$ cat src/rtl/napt_translation_engine_core_defines.svh
// ----------------------------------------------------------------------------
// napt assertion macros
// shared property wrappers for the translation engine checks
// ----------------------------------------------------------------------------
`ifndef NAPT_TRANSLATION_ENGINE_CORE_DEFINES_SVH
`define NAPT_TRANSLATION_ENGINE_CORE_DEFINES_SVH

// implication checked every edge outside reset
`define NAPT_ASSERT_IMP(lbl, clk, rst_n, a, c, msg) \
  lbl: assert property (@(posedge clk) disable iff (!rst_n) (a) |-> (c)) else $error(msg);

// next-cycle implication outside reset
`define NAPT_ASSERT_NXT(lbl, clk, rst_n, a, c, msg) \
  lbl: assert property (@(posedge clk) disable iff (!rst_n) (a) |=> (c)) else $error(msg);

`endif

$ cat src/rtl/napt_pkg.sv
// ----------------------------------------------------------------------------
// napt package
// shared types, codes and constants of the translation engine
// ----------------------------------------------------------------------------
package napt_pkg;

  localparam int unsigned MaxLanClientsDef = 8;
  localparam int unsigned MappingDepthDef  = 64;

  localparam logic [31:0] RouterWanReset  = 32'd0;
  localparam logic [31:0] WanPeerReset    = 32'd167772170;
  localparam logic [15:0] FirstDynReset   = 16'd49152;

  typedef enum logic [1:0] {
    CFG_ROUTER_WAN = 2'd0,
    CFG_WAN_PEER   = 2'd1,
    CFG_FIRST_DYN  = 2'd2
  } cfg_idx_t;

  typedef enum logic [1:0] {
    KIND_LOAD_CLIENT = 2'd0,
    KIND_LOAD_MAP    = 2'd1,
    KIND_PACKET      = 2'd2,
    KIND_NONE        = 2'd3
  } kind_t;

  typedef enum logic [2:0] {
    ACT_DROP     = 3'd0,
    ACT_LAN_FWD  = 3'd1,
    ACT_OUTBOUND = 3'd2,
    ACT_INBOUND  = 3'd3,
    ACT_FULL     = 3'd4,
    ACT_LOADED   = 3'd5
  } action_t;

  typedef enum logic [3:0] {
    ST_IDLE,
    ST_CLIENT_SCAN,
    ST_MAP_SCAN,
    ST_INS_SCAN,
    ST_INS_WRITE,
    ST_DONE
  } state_t;

  // scan modes of the datapath
  typedef enum logic [1:0] {
    SCAN_BY_LAN,
    SCAN_BY_WAN,
    SCAN_INSERT
  } scan_t;

  typedef struct packed {
    logic    load;        // capture input word
    logic    client_add;  // append lan client
    logic    clr_client;  // reset client scan index
    logic    client_step; // examine one client
    logic    clr_map;     // reset table scan index
    logic    map_step;    // examine one table entry
    scan_t   scan;        // what the table scan looks for
    logic    ins_write;   // write the chosen slot
    logic    dyn_inc;     // advance dynamic port
    logic    emit;        // drive result
    action_t act;
  } napt_cmd_t;

  typedef struct packed {
    kind_t kind;
    logic  client_full;
    logic  client_done;
    logic  src_lan;
    logic  dst_lan;
    logic  dst_is_peer;
    logic  inbound;
    logic  map_done;
    logic  found;
    logic  slot_found;
    logic  dyn_ok;
  } napt_stat_t;

endpackage

$ cat src/rtl/napt_ctrl.sv
// ----------------------------------------------------------------------------
// napt controller
// sequences client scan, table scans and insertion for each word
// ----------------------------------------------------------------------------
module napt_ctrl
  import napt_pkg::*;
(
  input  logic       clk,
  input  logic       rst_n,
  input  logic       start,
  output logic       busy,
  input  napt_stat_t st,
  output napt_cmd_t  cmd
);

  state_t state_r, state_nxt;
  logic   outb_r, outb_nxt;   // insert is for a dynamic mapping
  logic   seen_r, seen_nxt;   // table lookup already done before insert

  always_ff @(posedge clk) begin
    if (!rst_n) begin
      state_r <= ST_IDLE;
      outb_r  <= 1'b0;
      seen_r  <= 1'b0;
    end else begin
      state_r <= state_nxt;
      outb_r  <= outb_nxt;
      seen_r  <= seen_nxt;
    end
  end

  always_comb begin
    state_nxt = state_r;
    outb_nxt  = outb_r;
    seen_nxt  = seen_r;
    case (state_r)
      ST_IDLE: begin
        if (start) begin
          state_nxt = ST_DONE;
          outb_nxt  = 1'b0;
          seen_nxt  = 1'b0;
        end
      end
      ST_DONE: begin
        case (st.kind)
          KIND_LOAD_MAP: state_nxt = ST_INS_SCAN;
          KIND_PACKET:   state_nxt = ST_CLIENT_SCAN;
          default:       state_nxt = ST_IDLE;
        endcase
        if (seen_r) state_nxt = ST_IDLE;
      end
      ST_CLIENT_SCAN: begin
        if (st.client_done) begin
          if ((st.src_lan && !st.dst_lan && st.dst_is_peer) ||
              (!(st.src_lan && st.dst_lan) && !(st.src_lan && st.dst_is_peer) &&
               st.inbound)) begin
            state_nxt = ST_MAP_SCAN;
          end else begin
            state_nxt = ST_IDLE;
          end
        end
      end
      ST_MAP_SCAN: begin
        if (st.map_done) begin
          if (st.src_lan && st.dst_is_peer && !st.dst_lan && !st.found &&
              st.dyn_ok && !outb_r) begin
            state_nxt = ST_INS_SCAN;
            outb_nxt  = 1'b1;
          end else begin
            state_nxt = ST_IDLE;
          end
        end
      end
      ST_INS_SCAN: begin
        if (st.map_done) begin
          state_nxt = st.slot_found ? ST_INS_WRITE : ST_IDLE;
        end
      end
      ST_INS_WRITE: state_nxt = ST_IDLE;
      default: state_nxt = ST_IDLE;
    endcase
  end

  always_comb begin
    cmd = '0;
    cmd.scan = SCAN_BY_LAN;
    cmd.act  = ACT_DROP;
    busy = (state_r != ST_IDLE);
    case (state_r)
      ST_IDLE: begin
        cmd.load       = start;
        cmd.clr_client = start;
        cmd.clr_map    = start;
      end
      ST_DONE: begin
        case (st.kind)
          KIND_LOAD_CLIENT: begin
            cmd.emit       = 1'b1;
            cmd.act        = st.client_full ? ACT_FULL : ACT_LOADED;
            cmd.client_add = !st.client_full;
          end
          KIND_NONE: begin
            cmd.emit = 1'b1;
            cmd.act  = ACT_DROP;
          end
          default: ;
        endcase
      end
      ST_CLIENT_SCAN: begin
        cmd.client_step = 1'b1;
        if (st.client_done) begin
          if (st.src_lan && st.dst_lan) begin
            cmd.emit = 1'b1;
            cmd.act  = ACT_LAN_FWD;
          end else if (!(st.src_lan && st.dst_is_peer) && !st.inbound) begin
            cmd.emit = 1'b1;
            cmd.act  = ACT_DROP;
          end
        end
      end
      ST_MAP_SCAN: begin
        cmd.map_step = 1'b1;
        cmd.scan     = (st.src_lan && st.dst_is_peer) ? SCAN_BY_LAN : SCAN_BY_WAN;
        if (st.map_done) begin
          if (st.src_lan && st.dst_is_peer) begin
            if (st.found) begin
              cmd.emit = 1'b1;
              cmd.act  = ACT_OUTBOUND;
            end else if (!st.dyn_ok || outb_r) begin
              cmd.emit = 1'b1;
              cmd.act  = ACT_FULL;
            end else begin
              cmd.clr_map = 1'b1;
            end
          end else begin
            cmd.emit = 1'b1;
            cmd.act  = st.found ? ACT_INBOUND : ACT_DROP;
          end
        end
      end
      ST_INS_SCAN: begin
        cmd.map_step = 1'b1;
        cmd.scan     = SCAN_INSERT;
        if (st.map_done && !st.slot_found) begin
          cmd.emit = 1'b1;
          cmd.act  = ACT_FULL;
        end
      end
      ST_INS_WRITE: begin
        cmd.ins_write = 1'b1;
        cmd.dyn_inc   = outb_r;
        cmd.emit      = 1'b1;
        cmd.act       = outb_r ? ACT_OUTBOUND : ACT_LOADED;
      end
      default: ;
    endcase
  end

endmodule

$ cat config.mk
export PLATFORM = sky130hd
export DESIGN_NAME = napt_ctrl
export DESIGN_NICKNAME = d
export VERILOG_FILES = /design/src/rtl/napt_translation_engine_core_defines.svh /design/src/rtl/napt_pkg.sv /design/src/rtl/napt_ctrl.sv
export SDC_FILE = /design/constraint.sdc
export NUM_CORES = 1
export LEC_CHECK = 0
export BUFFER_PORTS_ARGS = -buffer_cell sky130_fd_sc_hd__buf_2
export CORE_AREA = 5 5 42 44
export CTS_CLUSTER_SIZE = 24
export DETAILED_ROUTE_END_ITERATION = 7
export DIE_AREA = 0 0 47 49
export GPL_TIMING_DRIVEN = 0
export PLACE_DENSITY = 0.78
export SYNTH_ARGS = -nofsm -noshare
export SYNTH_HDL_FRONTEND = slang
export SYNTH_SLANG_ARGS = --single-unit
$ cat constraint.sdc
create_clock -name clk -period 2.2 [get_ports clk]
set_clock_uncertainty 0.05 [all_clocks]
set_input_delay 0 -clock clk [delete_from_list [all_inputs] [get_ports clk]]
set_output_delay 0 -clock clk [all_outputs]
set_load 0.05 [all_outputs]
### After elaboration in Yosys (flattened, before gate mapping)

Index checks and enable logic that the tools add are counted.

| cells by class | value |
|---|---|
| add/sub/neg operators | 0 |
| multiply operators | 0 |
| divide/modulo/power cells | 0 |
| order comparisons | 0 |
| eq/ne operators | 13 |
| shift-type cells | 0 |
| muxes and demuxes | 38 |
| bitwise gates (word level) | 0 |
| reductions and logical operators | 29 |

Operator list:

| cell | number |
|---|---|
| 2-to-1 mux 4 bit | 12 |
| case mux 4 bit (5 select lines) | 2 |
| 2-to-1 mux 1 bit | 13 |
| logical AND 1 bit | 12 |
| != test 2 bit (second input constant) | 5 |
| logical NOT 1 bit | 9 |
| == test 4 x 2 -> 1 bit (second input constant) | 2 |
| == test 4 x 3 -> 1 bit (second input constant) | 2 |
| 2-to-1 mux 2 bit | 4 |
| case mux 4 bit (2 select lines) | 1 |
| AND reduction 4 bit | 2 |
| 2-to-1 mux 3 bit | 2 |
| case mux 3 bit (2 select lines) | 1 |
| == test 2 bit (second input constant) | 2 |
| == test 4 x 1 -> 1 bit (second input constant) | 1 |
| logical NOT 4 bit | 1 |
| case mux 1 bit (2 select lines) | 2 |
| case mux 2 bit (2 select lines) | 1 |
| nonzero test 4 bit | 1 |
| == test 2 x 1 -> 1 bit (second input constant) | 1 |
| logical NOT 2 bit | 1 |
| logical OR 1 bit | 2 |
| nonzero test 2 bit | 1 |

| storage, ports and cells | value |
|---|---|
| register bits after elaboration | 5 |
| bits in latches | 0 |
| bits in writable memories | 0 |
| memory bits (read-only) | 0 |
| input bits | 15 |
| output and inout bits | 15 |
| word-level logic and storage cells | 82 |
| memories kept | 0 |

### Longest topological paths before layout

| logic depth | value |
|---|---|
| word-level depth | 8 |
| gate-level depth with buffers | 6 |
| depth with buffers taken out | 6 |

### Worst setup path before layout

OpenSTA, ideal clock, no wires.

| path | value |
|---|---|
| kind | register to output |
| start | register state_r[1] |
| end | output cmd[1] (netlist bit) |
| arrival | 1819 ps |
| data required time | 2150 ps |
| setup slack | 331 ps |
| stages on the path, launching flop included | 6 |
| buffers on the path | 1 |
| cells stage by stage | dfxtp_1 -> buf_6 -> nand2b_4 -> nor2_2 -> and2_4 -> a31o_1 |

RTL lines:

| what | line | source |
|---|---|---|
| start: declaration | napt_ctrl.sv:16 | `state_t state_r, state_nxt;` |
| start signal: assignment | napt_ctrl.sv:26 | `state_r <= state_nxt;` |
| end: declaration | napt_ctrl.sv:13 | `output napt_cmd_t cmd` |

==> flow_summary.json <==
{
  "firstDrtPassIters": 4,
  "die_y_um": 49,
  "wl_mm": 1.640,
  "seqPwrFrac": 0.125,
  "max_freq_mhz": 599.5,
  "clockBufferDepth": 2,
  "ys_seq_area_frac": 0.1350,
  "slowest_stage": "dfxtp_1",
  "vias": 686,
  "worst_slew_margin_rel": 0.7026,
  "drive_gt1_frac": 0.4771,
  "grt_use_total": 0.1541,
  "grtUsageMet2": 0.2308,
  "worst_pin_slew_ps": 443.7,
  "synth-xor-area-share": 0,
  "whs_path_depth": 3,
  "wl_per_cell_um": 13.12,
  "critPathRequiredTime_ps": 2150,
  "die-area_mm2": 0.002303,
  "fill_cells": 139,
  "cts-hold-fix-buffers": 0,
  "grt_pass1_vias": 615,
  "min_period_over_period": 0.7582,
  "synthesis.area_um2": 593.1,
  "die_w_um": 47,
  "p_leak_uw": 0.0003962,
  "reg2reg_to": "outb_r",
  "cellPowerDensity_mw_per_mm2": 1097,
  "p_comb_frac": 0.772,
  "port_buffers": 29,
  "crit_chain": "buf_6 -> nand2_1 -> nor2_1 -> nand3b_1 -> o211ai_2 -> buf_2",
  "criticalPathCategory": "reg -> out",
  "p_int_uw": 350.2,
  "cts_tree": "yes",
  "crit_path_end_kind": "output port",
  "grt_pass1_wl_mm": 2.697,
  "rsz0062_at_grt": "no",
  "swShare": 0.5912,
  "start_kind": "register",
  "peakVddDrop_uv": 575.1,
  "use_met3": 0.03321,
  "synth_top_family_by_area": "simple AND/OR/NAND/NOR gates",
  "rows": 14,
  "status": "finished, final reports clean",
  "dp_hpwl_mm": 1.327,
  "crit_cells": 6,
  "grt_start_max_net_pins": 11,
  "hold_viol": 0,
  "setup_violations": 0,
  "slowest_delay_ps": 460,
  "drv_cap": 0,
  "initial_core_util": 0.4232,
  "p_clk_frac": 0.104,
  "cts_resized": 0,
  "busiest_layer": "met2",
  "yosysUniqueCellTypes": 43,
  "cts_sinks": 4,
  "final_common_cell": "buf_2",
  "ff2ff_setup_slack_ps": 890,
  "critical_path_buf_inv_count": 2,
  "startpoint": "state_r[2]",
  "io_pins": 30,
  "endpoint": "cmd[0]",
  "hold_class": "in -> reg",
  "antenna_found_initial": 0,
  "synthAdderAreaFrac": 0.04219,
  "drc": 0,
  "met1_usage": 0.2171,
  "ys_seq_elements": 4,
  "drtIter0Drc": 18,
  "grt_overflow": 0,
  "via_per_inst": 5.488,
  "clkTransAtPathRegs_ps": 40,
  "synthSimpleGateAreaFrac": 0.4219,
  "setup_slack_ps": 532.0,
  "synthToLayoutAreaGrowth_pct": 31.65,
  "post_cts_buffers": 0,
  "muxShareOfSynthArea": 0,
  "crit_family": "buffers and inverters",
  "fin_tns_setup_ps": 0,
  "clk_latency_ps": 230,
  "dp_slack_ps": 773.3,
  "p_sw_uw": 506.5,
  "r2r_start": "state_r[0]",
  "synth_warnings": 0,
  "layout_min_cycle_time_ps": 1668,
  "h-tree-depth": 1,
  "placedCellCount": 122,
  "syn-num-nets": 94,
  "cp.arrival_ps": 1620,
  "path_max_fanout": 10,
  "synth-compound-area-share": 0.2911,
  "syn_area_per_cell_um2": 7.702,
  "cts_root_buffer": "clkbuf_4",
  "synthCells": 77,
  "ant_nets": 0,
  "maxSlewViolCount": 0,
  "r2r_cells": 4,
  "antenna_cells": 0,
  "nets": 128,
  "gp_congestion": 0.8359,
  "layout_common_cells": "buf_2 (30), nand2_1 (8), inv_1 (5), o21ai_0 (5)",
  "placeableCoreArea_mm2": 0.001401,
  "cts_buffers": 3,
  "final_cells": 125
}
## flip-flops by register name, summed over array words and instances (netlist names)
signal	flops
state_r	3
outb_r	1
## area by class of cell
class	count	area, µm²	area share
inverter	6	22.52	0.02885
buffer	5	42.54	0.05449
clock buffer	3	22.52	0.02885
multi-input combinational	62	447.9	0.5737
sequential	4	80.08	0.1026
tap	16	20.02	0.02564
timing repair buffer	29	145.1	0.1859
## how the worst min path moves through the flow
stage | start | end | slack, ps
floorplan | rst_n | state_r[2] | 80
CTS | rst_n | outb_r | 9
global placement | rst_n | outb_r | 240
global route | rst_n | outb_r | 10
finish | rst_n | state_r[2] | 20
detailed placement | rst_n | outb_r | 250
## synth_stat cells, drive strengths merged
library cell,instances,share of area
nand2,10,0.072
buf,5,0.072
ha,2,0.042
nor2,6,0.051
o221a,1,0.019
nor3b,1,0.032
nand3b,1,0.013
a22oi,1,0.013
a21oi,1,0.0084
nand4,1,0.011
o22ai,1,0.011
a31oi,2,0.021
o2111ai,1,0.015
nor4,2,0.046
o21a,1,0.013
nand2b,4,0.072
nor2b,2,0.021
dfxtp,4,0.14
o211ai,2,0.034
a41oi,1,0.015
or3,1,0.011
nand3,1,0.0084
a32oi,1,0.015
o31ai,1,0.021
o21ai,6,0.051
o22a,2,0.030
a21o,1,0.013
inv,6,0.038
nor3,5,0.051
a31o,1,0.015
and2,3,0.036
## per-layer routing
layer | share of wire | up-vias
met5 | 0 | -
met4 | 0 | 0
met3 | 0.088 | 0
met2 | 0.50 | 34
met1 | 0.41 | 305
li1 | - | 347
## stage by stage
stage	cell area, µm²	power (µW)	utilization	hold slack, ps
CTS	780.7	862.2	0.5571	9.132
floorplan	593.1	633.8	-	84.51
finish	780.7	856.8	0.5571	16.24
global route	780.7	920.1	0.5571	13.24
detailed placement	758.2	768.5	0.5411	247.7
global placement	758.2	764.7	0.5411	243.7
## worst register-to-register path: cells and delay by family, from the launching register on
| family | cells | cell delay (ps) |
|---|---|---|
| flops | 1 | 300 |
| simple gates | 3 | 590 |
| compound gates | 1 | 250 |
## power by group through the flow
stage	Combinational [µW]	Sequential, µW	Clock (µW)
floorplan	529	104	0
global placement	658	106	0
detailed placement	660	108	0
CTS	662	107	93.4
global route	705	109	106
finish	661	107	88.7
## cells by family (layout without fill, tap and decap cells)
| kind of cell | after synthesis | count (layout) |
|---|---|---|
| DFF | 4 | 4 |
| AOI/OAI and AO/OA | 23 | 23 |
| buffers and inverters | 11 | 43 |
| and+or+nand+nor | 37 | 37 |
| adders and majority gates | 2 | 2 |
(Power assumes the default switching activity.)
